File: src/rtl/deq_pkg.sv
// ----------------------------------------------------------------------------
// deq_pkg
// Shared types and codes for the deque unit: command kinds, the result
// record and the sequencer states.
// ----------------------------------------------------------------------------
package deq_pkg;

    localparam int KIND_W = 4;
    localparam int WORD_W = 32;

    // command kinds
    localparam logic [KIND_W-1:0] KIND_PUSH_FRONT = 4'd0;
    localparam logic [KIND_W-1:0] KIND_PUSH_BACK  = 4'd1;
    localparam logic [KIND_W-1:0] KIND_POP_FRONT  = 4'd2;
    localparam logic [KIND_W-1:0] KIND_POP_BACK   = 4'd3;
    localparam logic [KIND_W-1:0] KIND_CLEAR      = 4'd4;
    localparam logic [KIND_W-1:0] KIND_DELETE     = 4'd5;
    localparam logic [KIND_W-1:0] KIND_PRINT_ALL  = 4'd6;
    localparam logic [KIND_W-1:0] KIND_PRINT_HEAD = 4'd7;
    localparam logic [KIND_W-1:0] KIND_PRINT_TAIL = 4'd8;

    // one result record
    typedef struct packed {
        logic signed [WORD_W-1:0] item_value;
        logic                     is_last;
        logic                     is_empty_run;
    } out_item_t;

    // sequencer states
    typedef enum logic [3:0] {
        ST_IDLE  = 4'b0001,
        ST_DEL   = 4'b0010,
        ST_PRINT = 4'b0100,
        ST_EMPTY = 4'b1000
    } deq_state_t;

endpackage

File: src/rtl/deq_mem.sv
// ----------------------------------------------------------------------------
// deq_mem
// Element store: one write port, one read port, registered read data.
// ----------------------------------------------------------------------------
module deq_mem #(
    parameter int DEPTH  = 32,
    parameter int ADDR_W = 5
) (
    input  logic                       aclk,
    input  logic                       wr_en,
    input  logic [ADDR_W-1:0]          wr_addr,
    input  logic [deq_pkg::WORD_W-1:0] wr_data,
    input  logic                       rd_en,
    input  logic [ADDR_W-1:0]          rd_addr,
    output logic [deq_pkg::WORD_W-1:0] rd_data
);

    logic [deq_pkg::WORD_W-1:0] mem_array [DEPTH];
    logic [deq_pkg::WORD_W-1:0] rd_data_reg;

    always_ff @(posedge aclk) begin
        if (wr_en) begin
            mem_array[wr_addr] <= wr_data;
        end
    end

    always_ff @(posedge aclk) begin
        if (rd_en) begin
            rd_data_reg <= mem_array[rd_addr];
        end
    end

    assign rd_data = rd_data_reg;

endmodule

File: src/rtl/deq_outq.sv
// ----------------------------------------------------------------------------
// deq_outq
// Two-entry result queue between the sequencer and the result channel.
// ----------------------------------------------------------------------------
module deq_outq (
    input  logic               aclk,
    input  logic               aresetn,
    input  logic               push_valid,
    input  deq_pkg::out_item_t push_item,
    input  logic               pop_ready,
    output logic               out_valid,
    output deq_pkg::out_item_t out_item,
    output logic [1:0]         count
);

    deq_pkg::out_item_t entry_reg [2];
    logic               wr_ptr_reg;
    logic               wr_ptr_next;
    logic               rd_ptr_reg;
    logic               rd_ptr_next;
    logic [1:0]         cnt_reg;
    logic [1:0]         cnt_next;
    logic               pop;

    assign out_valid = (cnt_reg != 2'd0);
    assign out_item  = entry_reg[rd_ptr_reg];
    assign count     = cnt_reg;
    assign pop       = out_valid && pop_ready;

    always_comb begin
        wr_ptr_next = push_valid ? ~wr_ptr_reg : wr_ptr_reg;
        rd_ptr_next = pop ? ~rd_ptr_reg : rd_ptr_reg;
        cnt_next    = cnt_reg + {1'b0, push_valid} - {1'b0, pop};
    end

    always_ff @(posedge aclk) begin
        if (!aresetn) begin
            wr_ptr_reg <= 1'b0;
            rd_ptr_reg <= 1'b0;
            cnt_reg    <= 2'd0;
        end else begin
            wr_ptr_reg <= wr_ptr_next;
            rd_ptr_reg <= rd_ptr_next;
            cnt_reg    <= cnt_next;
        end
    end

    always_ff @(posedge aclk) begin
        if (push_valid) begin
            entry_reg[wr_ptr_reg] <= push_item;
        end
    end

endmodule

File: src/rtl/deque_with_value_delete_unit.sv
// ----------------------------------------------------------------------------
// deque_with_value_delete_unit
// Bounded double-ended queue of signed words held in a circular store,
// with push/pop at both ends, clear, delete-by-value with compaction and
// print runs (all, first N, last N).
// ----------------------------------------------------------------------------
//
//  channel  | direction | ports                                   | carries
//  ---------+-----------+-----------------------------------------+---------------
//  command  | in        | s_valid s_ready s_kind s_operand        | one command
//  result   | out       | m_valid m_ready m_item_value m_is_last  | one element
//           |           | m_is_empty_run                          | of a print run
//
//  push, pop and clear act without leaving the idle state; delete walks the store
//  through the single memory read port; a print run reads through it as well and an
//  empty run gives a single marker result; the read port (one entry per cycle,
//  in a print only while the result queue has room) sets the walk rate
//  reset clears head, occupancy and the sequencer; the store itself is not
//  cleared, only occupied entries are ever read
//  a stalled result channel holds back reads through the two-entry result
//  queue; commands are taken only while the sequencer is idle
// ----------------------------------------------------------------------------
module deque_with_value_delete_unit #(
    parameter int CAPACITY = 32
) (
    input  logic                              aclk,
    input  logic                              aresetn,
    // command channel
    input  logic                              s_valid,
    output logic                              s_ready,
    input  logic [deq_pkg::KIND_W-1:0]        s_kind,
    input  logic signed [deq_pkg::WORD_W-1:0] s_operand,
    // result channel
    output logic                              m_valid,
    input  logic                              m_ready,
    output logic signed [deq_pkg::WORD_W-1:0] m_item_value,
    output logic                              m_is_last,
    output logic                              m_is_empty_run
);

    localparam int IDX_W = $clog2(CAPACITY);
    localparam int CNT_W = $clog2(CAPACITY + 1);
    localparam logic [CNT_W-1:0] CAP_CNT   = CNT_W'(CAPACITY);
    localparam logic [IDX_W:0]   CAP_SUM   = (IDX_W + 1)'(CAPACITY);
    localparam logic [IDX_W-1:0] LAST_SLOT = IDX_W'(CAPACITY - 1);

    // circular slot of a position counted from the head
    function automatic logic [IDX_W-1:0] slot_of(input logic [IDX_W-1:0] head,
                                                 input logic [IDX_W-1:0] pos);
        logic [IDX_W:0] sum;
        sum = {1'b0, head} + {1'b0, pos};
        if (sum >= CAP_SUM) begin
            sum = sum - CAP_SUM;
        end
        return sum[IDX_W-1:0];
    endfunction

    // sequencer and queue state
    deq_pkg::deq_state_t        state_reg, state_next;
    logic [IDX_W-1:0]           head_reg, head_next;
    logic [CNT_W-1:0]           occ_reg, occ_next;
    // walk counters
    logic [CNT_W-1:0]           rd_pos_reg, rd_pos_next;
    logic [CNT_W-1:0]           rem_reg, rem_next;
    logic [CNT_W-1:0]           kept_reg, kept_next;
    logic                       inflight_reg, inflight_next;
    logic                       inflight_last_reg, inflight_last_next;
    logic [deq_pkg::WORD_W-1:0] op_val_reg, op_val_next;

    // memory port
    logic                       mem_we;
    logic [IDX_W-1:0]           mem_waddr;
    logic [deq_pkg::WORD_W-1:0] mem_wdata;
    logic                       mem_re;
    logic [IDX_W-1:0]           mem_raddr;
    logic [deq_pkg::WORD_W-1:0] mem_rdata;

    // result queue
    logic                       q_push;
    deq_pkg::out_item_t         q_item;
    logic                       q_valid;
    deq_pkg::out_item_t         q_out;
    logic [1:0]                 q_cnt;
    logic                       q_pop;
    logic                       q_credit;

    // print count decode
    logic                       full;
    logic                       op_big;
    logic [CNT_W-1:0]           clamp_cnt;
    logic [CNT_W-1:0]           run_cnt;
    logic [CNT_W-1:0]           run_start;
    logic [IDX_W-1:0]           head_dec;
    logic [IDX_W-1:0]           head_inc;

    assign s_ready = (state_reg == deq_pkg::ST_IDLE);
    assign full    = (occ_reg == CAP_CNT);
    assign op_big  = ($unsigned(s_operand) > {{(deq_pkg::WORD_W-CNT_W){1'b0}}, occ_reg});
    assign head_dec = (head_reg == '0) ? LAST_SLOT : head_reg - 1'b1;
    assign head_inc = (head_reg == LAST_SLOT) ? '0 : head_reg + 1'b1;

    always_comb begin
        if (s_operand[deq_pkg::WORD_W-1]) begin
            clamp_cnt = '0;
        end else if (op_big) begin
            clamp_cnt = occ_reg;
        end else begin
            clamp_cnt = s_operand[CNT_W-1:0];
        end
        run_cnt   = (s_kind == deq_pkg::KIND_PRINT_ALL) ? occ_reg : clamp_cnt;
        run_start = (s_kind == deq_pkg::KIND_PRINT_TAIL) ? occ_reg - run_cnt : '0;
    end

    // a read may issue only if its data is sure to find room in the queue
    assign q_pop    = q_valid && m_ready;
    assign q_credit = ({1'b0, q_cnt} + {2'b00, inflight_reg} + 3'd1) <= (3'd2 + {2'b00, q_pop});

    always_comb begin
        state_next         = state_reg;
        head_next          = head_reg;
        occ_next           = occ_reg;
        rd_pos_next        = rd_pos_reg;
        rem_next           = rem_reg;
        kept_next          = kept_reg;
        inflight_next      = 1'b0;
        inflight_last_next = inflight_last_reg;
        op_val_next        = op_val_reg;
        mem_we             = 1'b0;
        mem_waddr          = '0;
        mem_wdata          = s_operand;
        mem_re             = 1'b0;
        mem_raddr          = '0;
        q_push             = 1'b0;
        q_item             = '0;

        case (state_reg)
            deq_pkg::ST_IDLE: begin
                if (s_valid) begin
                    case (s_kind)
                        deq_pkg::KIND_PUSH_FRONT: begin
                            if (!full) begin
                                head_next = head_dec;
                                mem_we    = 1'b1;
                                mem_waddr = head_dec;
                                occ_next  = occ_reg + 1'b1;
                            end
                        end
                        deq_pkg::KIND_PUSH_BACK: begin
                            if (!full) begin
                                mem_we    = 1'b1;
                                mem_waddr = slot_of(head_reg, occ_reg[IDX_W-1:0]);
                                occ_next  = occ_reg + 1'b1;
                            end
                        end
                        deq_pkg::KIND_POP_FRONT: begin
                            if (occ_reg != '0) begin
                                head_next = head_inc;
                                occ_next  = occ_reg - 1'b1;
                            end
                        end
                        deq_pkg::KIND_POP_BACK: begin
                            if (occ_reg != '0) begin
                                occ_next = occ_reg - 1'b1;
                            end
                        end
                        deq_pkg::KIND_CLEAR: begin
                            occ_next = '0;
                        end
                        deq_pkg::KIND_DELETE: begin
                            // walk all entries, write back the survivors packed
                            rd_pos_next = '0;
                            rem_next    = occ_reg;
                            kept_next   = '0;
                            op_val_next = s_operand;
                            state_next  = deq_pkg::ST_DEL;
                        end
                        deq_pkg::KIND_PRINT_ALL,
                        deq_pkg::KIND_PRINT_HEAD,
                        deq_pkg::KIND_PRINT_TAIL: begin
                            rd_pos_next = run_start;
                            rem_next    = run_cnt;
                            if (run_cnt == '0) begin
                                state_next = deq_pkg::ST_EMPTY;
                            end else begin
                                state_next = deq_pkg::ST_PRINT;
                            end
                        end
                        default: begin
                            // unknown kind, ignored
                        end
                    endcase
                end
            end

            deq_pkg::ST_DEL: begin
                if (rem_reg != '0) begin
                    mem_re      = 1'b1;
                    mem_raddr   = slot_of(head_reg, rd_pos_reg[IDX_W-1:0]);
                    rd_pos_next = rd_pos_reg + 1'b1;
                    rem_next    = rem_reg - 1'b1;
                    inflight_next = 1'b1;
                end
                // write slot never runs ahead of the read slot
                if (inflight_reg && (mem_rdata != op_val_reg)) begin
                    mem_we    = 1'b1;
                    mem_waddr = slot_of(head_reg, kept_reg[IDX_W-1:0]);
                    mem_wdata = mem_rdata;
                    kept_next = kept_reg + 1'b1;
                end
                if ((rem_reg == '0) && !inflight_reg) begin
                    occ_next   = kept_reg;
                    state_next = deq_pkg::ST_IDLE;
                end
            end

            deq_pkg::ST_PRINT: begin
                if ((rem_reg != '0) && q_credit) begin
                    mem_re             = 1'b1;
                    mem_raddr          = slot_of(head_reg, rd_pos_reg[IDX_W-1:0]);
                    rd_pos_next        = rd_pos_reg + 1'b1;
                    rem_next           = rem_reg - 1'b1;
                    inflight_next      = 1'b1;
                    inflight_last_next = (rem_reg == CNT_W'(1));
                end
                if (inflight_reg) begin
                    q_push            = 1'b1;
                    q_item.item_value = mem_rdata;
                    q_item.is_last    = inflight_last_reg;
                end
                if ((rem_reg == '0) && !inflight_reg) begin
                    state_next = deq_pkg::ST_IDLE;
                end
            end

            deq_pkg::ST_EMPTY: begin
                // single marker result for a run with no element
                if (q_cnt != 2'd2) begin
                    q_push              = 1'b1;
                    q_item.is_last      = 1'b1;
                    q_item.is_empty_run = 1'b1;
                    state_next          = deq_pkg::ST_IDLE;
                end
            end

            default: begin
                state_next = deq_pkg::ST_IDLE;
            end
        endcase
    end

    always_ff @(posedge aclk) begin
        if (!aresetn) begin
            state_reg    <= deq_pkg::ST_IDLE;
            head_reg     <= '0;
            occ_reg      <= '0;
            rd_pos_reg   <= '0;
            rem_reg      <= '0;
            kept_reg     <= '0;
            inflight_reg <= 1'b0;
        end else begin
            state_reg    <= state_next;
            head_reg     <= head_next;
            occ_reg      <= occ_next;
            rd_pos_reg   <= rd_pos_next;
            rem_reg      <= rem_next;
            kept_reg     <= kept_next;
            inflight_reg <= inflight_next;
        end
    end

    // payload registers
    always_ff @(posedge aclk) begin
        inflight_last_reg <= inflight_last_next;
        op_val_reg        <= op_val_next;
    end

    deq_mem #(
        .DEPTH  (CAPACITY),
        .ADDR_W (IDX_W)
    ) u_mem (
        .aclk    (aclk),
        .wr_en   (mem_we),
        .wr_addr (mem_waddr),
        .wr_data (mem_wdata),
        .rd_en   (mem_re),
        .rd_addr (mem_raddr),
        .rd_data (mem_rdata)
    );

    deq_outq u_outq (
        .aclk       (aclk),
        .aresetn    (aresetn),
        .push_valid (q_push),
        .push_item  (q_item),
        .pop_ready  (m_ready),
        .out_valid  (q_valid),
        .out_item   (q_out),
        .count      (q_cnt)
    );

    assign m_valid        = q_valid;
    assign m_item_value   = q_out.item_value;
    assign m_is_last      = q_out.is_last;
    assign m_is_empty_run = q_out.is_empty_run;

endmodule
File: config.mk
export PLATFORM = sky130hd
export DESIGN_NAME = deque_with_value_delete_unit
export DESIGN_NICKNAME = d
export VERILOG_FILES = /design/src/rtl/deq_pkg.sv /design/src/rtl/deq_mem.sv /design/src/rtl/deq_outq.sv /design/src/rtl/deque_with_value_delete_unit.sv
export SDC_FILE = /design/constraint.sdc
export NUM_CORES = 2
export LEC_CHECK = 0
export BUFFER_PORTS_ARGS = -buffer_cell sky130_fd_sc_hd__buf_2
export CAP_MARGIN = 20
export CORE_MARGIN = 2
export CORE_UTILIZATION = 50
export CTS_CLUSTER_SIZE = 10
export DETAILED_ROUTE_END_ITERATION = 10
export PLACE_DENSITY = 0.68
export SKIP_LAST_GASP = 1
export SYNTH_ARGS = -nofsm -noshare
export SYNTH_HDL_FRONTEND = slang
export SYNTH_SLANG_ARGS = --single-unit
File: constraint.sdc
create_clock -name aclk -period 5 [get_ports aclk]
set_input_delay 0.25 -clock aclk [delete_from_list [all_inputs] [get_ports aclk]]
set_output_delay 0.25 -clock aclk [all_outputs]
set_load 0.01 [all_outputs]
== After elaboration in Yosys (flattened, before gate mapping) ==
Memory sizes are Yosys's and may differ from the RTL's. A register that Yosys moved wholly into a read port is not among the register bits.
Index checks and enable logic that the tools add are counted.

* Bits in registers: 71
* RAM bits: 1092
* Input port bits: 40
* Output and inout port bits: 36
* Logic and storage cells: 168
* Memories kept: 2

* $add $sub $neg: 19
* $lt $le $gt $ge: 5
* Equality and inequality tests: 31
* Muxes and demuxes: 71
* Bitwise logic cells: 2
* Reduce and logical (&&, ||, !) cells: 26

{| class="wikitable"
|+ Memories
! memory !! depth !! bits a word !! rd ports !! clocked after Yosys merged registers in !! write ports !! RTL line !! text
|-
| u_mem.mem_array || 32 || 32 || 1 || 1 || 1 || deq_mem.sv:18 || <nowiki>logic [deq_pkg::WORD_W-1:0] mem_array [DEPTH];</nowiki>
|-
| u_outq.entry_reg || 2 || 34 || 1 || 1 || 1 || deq_outq.sv:16 || <nowiki>deq_pkg::out_item_t entry_reg [2];</nowiki>
|}

{| class="wikitable"
|+ Operators by type and width
! cell !! count
|-
| two-way mux 6 bit || 17
|-
| two-way mux 32 bit || 3
|-
| two-way mux 5 bit || 13
|-
| one-hot mux 6 bit (3 select lines) || 3
|-
| one-hot mux 6 bit (2 select lines) || 4
|-
| one-hot mux 5 bit (2 select lines) || 4
|-
| two-way mux 33 bit || 1
|-
| > comparator 32 x 6 -> 1 bit || 1
|-
| != test 32 bit || 1
|-
| equality test 4 x 3 -> 1 bit (second input constant) || 5
|-
| subtractor 5 x 1 -> 5 bit (second input constant) || 4
|-
| adder 5 x 5 -> 6 bit || 3
|-
| adder 6 x 1 -> 6 bit (second input constant) || 3
|-
| >= comparator 6 bit (second input constant) || 3
|-
| != test 2 bit (second input constant) || 9
|-
| two-way mux 4 bit || 4
|-
| two-way mux 1 bit || 15
|-
| equality test 4 x 2 -> 1 bit (second input constant) || 3
|-
| zero test 6 bit || 2
|-
| one-hot mux 4 bit (3 select lines) || 1
|-
| nonzero test 6 bit || 2
|-
| subtractor 6 x 1 -> 6 bit (second input constant) || 2
|-
| AND reduction 5 bit || 2
|-
| equality test 4 x 1 -> 1 bit (second input constant) || 2
|-
| other kinds (33) || 47
|}

== Longest topological paths before layout ==
* Depth after elaboration: 9
* Gate-level depth with buffers: 16
* Depth with buffers taken out: 16

== Cells and area by module ==
From an unflattened synthesis, not the netlist that was laid out.

* Cell total of the unflattened synthesis: 2985
* Area, all modules: 49037.0 um2

{| class="wikitable"
|+ Modules (own cells, without submodules)
! module !! times used !! cells each !! area an instance (um2) !! seq. area each (um2)
|-
| deq_mem || 1 || 2260 || 40812.9 || 31710.4
|-
| deque_with_value_delete_unit || 1 || 597 || 5377.7 || 1651.6
|-
| deq_outq || 1 || 128 || 2846.5 || 2142.1
|}

== Worst setup path before layout ==
OpenSTA, ideal clock, no wires.

* Path kind: flip-flop to flip-flop
* From: register state_reg[2]
* To: register kept_reg[2]
* Setup time: 0.119 ns
* Arrival time: 5.088 ns
* Data required time: 4.881 ns
* Path slack: -0.207 ns
* Cell stages (with the launch flop): 9
* Path buffers: 0
* Clock period less this slack: 5.207 ns
* Cells stage by stage: dfxtp_1 -> nor2_1 -> nand3b_1 -> inv_1 -> nand2_1 -> nor4_1 -> o21ai_0 -> xor2_1 -> nor2_1

* Longest elaborated chain between the ends: 3
* Elaborated cells between the ends (all ways): 8
* Those cells by class: 5 x eq/ne; 1 x mux; 2 x reduce/logical

{| class="wikitable"
|+ RTL lines
! what !! RTL line !! text
|-
| start: declaration || deque_with_value_delete_unit.sv:59 || <nowiki>deq_pkg::deq_state_t state_reg, state_next;</nowiki>
|-
| start signal: assignment || deque_with_value_delete_unit.sv:253 || <nowiki>state_reg <= deq_pkg::ST_IDLE;</nowiki>
|-
| start signal: assignment || deque_with_value_delete_unit.sv:261 || <nowiki>state_reg <= state_next;</nowiki>
|-
| equality test 4 x 1 -> 1 bit (*) || n/a ||
|-
| net s_ready || deque_with_value_delete_unit.sv:30 || <nowiki>output logic s_ready,</nowiki>
|-
| != test 2 x 1 -> 1 bit (no line) (tied with other cells) || n/a ||
|-
| AND reduction 4 bit (no line) || n/a ||
|-
| end signal: assignment || deque_with_value_delete_unit.sv:266 || <nowiki>kept_reg <= kept_next;</nowiki>
|-
| end: declaration || deque_with_value_delete_unit.sv:65 || <nowiki>logic [CNT_W-1:0] kept_reg, kept_next;</nowiki>
|}

The timed path passes the listed nets; every way through them passes the cells marked *.
A chain may end at the register's enable or synchronous reset.

== Final worst setup path ==
* From: register u_outq.cnt_reg[1], in the netlist u_outq.count[1]
* To: register u_mem.rd_data_reg, in the netlist u_mem.rd_data[8], read port of u_mem.mem_array, data pin

* Longest elaborated chain between the ends: 7
* Elaborated cells between the ends (all ways): 11
* Those cells by class: 3 x add/sub; 1 x order compare; 4 x mux; 3 x reduce/logical

{| class="wikitable"
|+ RTL lines
! what !! RTL line !! text
|-
| start: declaration || deq_outq.sv:21 || <nowiki>logic [1:0] cnt_reg;</nowiki>
|-
| start signal: assignment || deq_outq.sv:44 || <nowiki>cnt_reg <= cnt_next;</nowiki>
|-
| nonzero test 2 bit (*) || deq_outq.sv:25 || <nowiki>assign out_valid = (cnt_reg != 2'd0);</nowiki>
|-
| logical AND 1 bit (*) || deque_with_value_delete_unit.sv:115 || <nowiki>assign q_pop = q_valid && m_ready;</nowiki>
|-
| net q_pop || deque_with_value_delete_unit.sv:84 || <nowiki>logic q_pop;</nowiki>
|-
| adder 2 x 1 -> 3 bit (*) || deque_with_value_delete_unit.sv:116 || <nowiki>assign q_credit = ({1'b0, q_cnt} + {2'b00, inflight_reg} + 3'd1) <= (3'd2 + {2'b00, q_pop});</nowiki>
|-
| <= comparator 3 bit (*) || deque_with_value_delete_unit.sv:116 ||
|-
| logical AND 1 bit (*) || deque_with_value_delete_unit.sv:217 || <nowiki>if ((rem_reg != '0) && q_credit) begin</nowiki>
|-
| two-way mux 5 bit or two-way mux 1 bit (tied branches) || deque_with_value_delete_unit.sv:217 ||
|-
| one-hot mux 5 bit (2 select lines) or one-hot mux 1 bit (2 select lines) (tied branches) || deque_with_value_delete_unit.sv:136 || <nowiki>case (state_reg)</nowiki>
|-
| end: declaration || deq_mem.sv:19 || <nowiki>logic [deq_pkg::WORD_W-1:0] rd_data_reg;</nowiki>
|}

Marked as above.

==> flow_summary_export.csv <==
group,metric,value,unit
clocking,clkTransAtPathRegs,0.05,ns
floorplanning,ios,76,
place,port_buffers,75,
detailed_routing,drtAntennaViolNets,0,
synth,synth_edf_count,1157,
sta,tightest_slew,1.08,ns
sta,finalSetupViolations,0,
setup_path,worstSetupPathType,"reg2reg",
floorplanning,coreArea,95200,µm²
synth,syn_inst,3153,
sta,fmax,226,MHz
setup_path,r2r_cells,12,
global_routing,grt_overflow,0,
synth,synth_area,48100,µm²
cells_and_area,fillerInstances,7053,
cells_and_area,final_nets,3414,
synth,syn_avg_cell_area,15.3,µm²
sta,hold_slack,0.0434,ns
place,dpl.cell_count,4421,
cells_and_area,drive_gt1_share,14.2,%
setup_path,worstPathRequired,5.61,ns
synth,ys_seq_elements,1195,
global_routing,antenna_found_initial,6,
clocking,cts_setup_buffers,0,
place,hpwl,77800,µm
sta,fin_crit_sh,88.6,%
clocking,cts.sinks,1195,
cells_and_area,area.growth.synth_to_final,14.2,%
synth,synthArstFlopShare,0,%
power_and_ir_drop,peakVddDrop,0.287,mV
clocking,htree_num_levels,4,
clocking,cts_buffers,139,
power_and_ir_drop,leakagePower,18.0,nW
hold_path,hp-class,"in2reg",
power_and_ir_drop,power_density,377,nW/µm²
synth,synth_top_cell_by_area,"edfxtp_1",
cells_and_area,largest_reg_flops,1024,
detailed_routing,dr_total_vias,29196,
synth,ys.flop_type,"edfxtp_1",
synth,synth_nets,3236,
sta,clock-skew-final,0.0372,ns
clocking,clockRootBuffer,"clkbuf_16",
global_routing,grt_pass1_wl,189000,µm
synth,synthDistinctLibCells,73,
setup_path,worstPathMaxFanout,28,
setup_path,endpoint_kind,"register",
sta,final-hold-violation-count,0,
detailed_routing,drt-initial-drc-count,3843,
place,gp_congestion,0.929,
synth,netlist.area_leader.share,72.2,%
floorplanning,rows,113,
sta,drv_slew,0,
detailed_routing,dr.pass1.iters,5,
status,status,"completed",
floorplanning,initial_core_util,50.6,%
clocking,post_cts_resized,0,
detailed_routing,drc,0,
clocking,clkLatencyLatePin,0.74,ns
global_routing,grt_util_all_layers,26.0,%
flow_run,maxCapViolations,0,
global_routing,grt_pass1_vias,28967,
sta,min_period,4.43,ns
sta,slew_headroom,28.0,%
cells_and_area,fin_cells,4626,
clocking,cts.path.max_buffers,3,
sta,rsz0062_at_grt,"no",
synth,ys_warn_count,0,
detailed_routing,finalWirelength,128000,µm
floorplanning,die-area,98700,µm²
setup_path,cp-start-kind,"register",
sta,tns,0,ns
clocking,cts_tree,"yes",
global_routing,grt_max_degree,81,
hold_path,hold_depth,5,
setup_path,arrival,5.04,ns
synth,synth-seq-area-share,73.8,%
detailed_routing,via_per_inst,6.31,
floorplanning,die_w,314,µm
detailed_routing,routedWlPerCell,27.7,µm
floorplanning,die_h,314,µm
synth,synth_area_leaders,"edfxtp_1 (72%), mux2i_1 (5.1%), nand2_1 (4.4%)",
final cells by class:
cell class	count	area [µm²]	share of cell area (%)
sequential	1195	35500	64.6
multi-input combinational	1748	12000	21.8
clock buffer	153	3600	6.56
timing repair buffer	216	1770	3.22
tap	1265	1580	2.88
clock inverter	17	369	0.672
inverter	31	116	0.212
antenna	1	2.50	0.00455
worst paths after layout:
kind | start | endpoint | slack [ns]
max reg2reg | u_outq.count[1] | u_mem.rd_data[8] | 0.57
max | u_outq.count[1] | u_mem.rd_data[8] | 0.57
min | s_valid | state_reg[3] | 0.04
min reg2reg | u_outq.rd_ptr_reg | register | 0.53
placed cells by master (no fill, tap or decap), drive strengths merged, types with 12 or more instances in the layout:
cell         synthesis  layout
nand2              569     569
dlygate4sd3          0      34
nor3                23      23
a21o                12      12
o21ai               22      22
nor4                17      17
and2                22      22
inv                 30      31
a32oi              233     233
and3                47      47
nand4               77      77
xnor2               45      45
a32o                13      13
edfxtp            1157    1157
mux2i              246     246
clkbuf             102     153
xor2                12      12
a21oi               34      34
mux2                64      64
clkinv               1      14
ha                  39      39
buf                 77     182
nor2               110     110
dfxtp               38      38
nand3               48      48
cells in the mapped netlist, types with 3 or more instances:
| cell | n |
|---|---|
| a211oi_1 | 9 |
| a21o_1 | 12 |
| a21oi_1 | 34 |
| a221o_1 | 3 |
| a221oi_1 | 5 |
| a22o_1 | 7 |
| a22oi_1 | 7 |
| a31oi_1 | 4 |
| a32o_1 | 13 |
| a32oi_1 | 233 |
| and2_1 | 22 |
| and3_1 | 47 |
| buf_2 | 48 |
| buf_4 | 28 |
| clkbuf_1 | 102 |
| dfxtp_1 | 38 |
| edfxtp_1 | 1157 |
| fa_1 | 4 |
| ha_1 | 39 |
| inv_1 | 30 |
| mux2_2 | 64 |
| mux2i_1 | 246 |
| nand2_1 | 569 |
| nand2b_1 | 6 |
| nand3_1 | 48 |
| nand3b_1 | 6 |
| nand4_1 | 77 |
| nor2_1 | 110 |
| nor2b_1 | 4 |
| nor3_1 | 23 |
| nor4_1 | 15 |
| nor4b_2 | 3 |
| o211ai_1 | 5 |
| o21ai_0 | 19 |
| o22ai_1 | 4 |
| o31ai_1 | 3 |
| or2_2 | 6 |
| or3_1 | 3 |
| or4_1 | 3 |
| xnor2_1 | 45 |
| xor2_1 | 12 |
metal layers:
metal	vias to the layer above	share of wire (%)	global-route usage, %	routed length [µm]
met3	258	9.9	5.57	12700
met4	6	3.0	8.82	3860
met5	-	0.028	0	36
met2	1557	47	41.0	59800
li1	12552	-	-	-
met1	14823	40	36.1	51900
cells by family (layout without fill, tap and decap cells):
logic type	Yosys count	count (layout)	synth area share, %
DFF	1195	1195	73.8
and+or+nand+nor	952	952	8.85
xor gates and xnor gates	57	57	1.04
buffers and inverters	210	417	2.00
other	0	1	0
muxes	310	310	6.61
adders and majority gates	43	43	1.18
AOI/OAI and AO/OA	386	386	6.55
critical path, cell delays in order (launching register included):
cell     delay, ns
dfxtp_1       0.34
or2_2         0.31
and2_1        0.20
ha_1          0.29
nor3b_1       0.50
o21a_1        0.34
nor3_1        0.15
and2_2        0.53
buf_4         0.31
a32oi_1       0.20
nand4_1       0.15
nor4_1        0.70
buf_4         0.27
what timing repair did:
| item | CTS | global route |
|---|---|---|
| setup endpoints to repair | 0 | 0 |
| endpoints found under the hold margin | 47 | 0 |
| hold buffers | 34 | 0 |
where the power goes:
part           switching [W]  internal (W)  leakage (nW)
Combinational       0.000422      0.000170          5.18
Sequential         0.0000333        0.0110          10.9
Clock                0.00381       0.00527          1.93
per-stage QoR:
stage	setup WS, ns	power, W	util [%]	instance area, µm²
2_1_floorplan	0.968	0.0116	-	48100
3_3_place_gp	0.749	0.0118	53.2	50600
3_5_place_dp	0.664	0.0118	53.2	50600
4_1_cts	0.647	0.0208	57.7	54900
5_1_grt	0.429	0.0212	57.7	54900
6_report	0.568	0.0207	57.7	54900
Power figures use the tool's default switching activity.
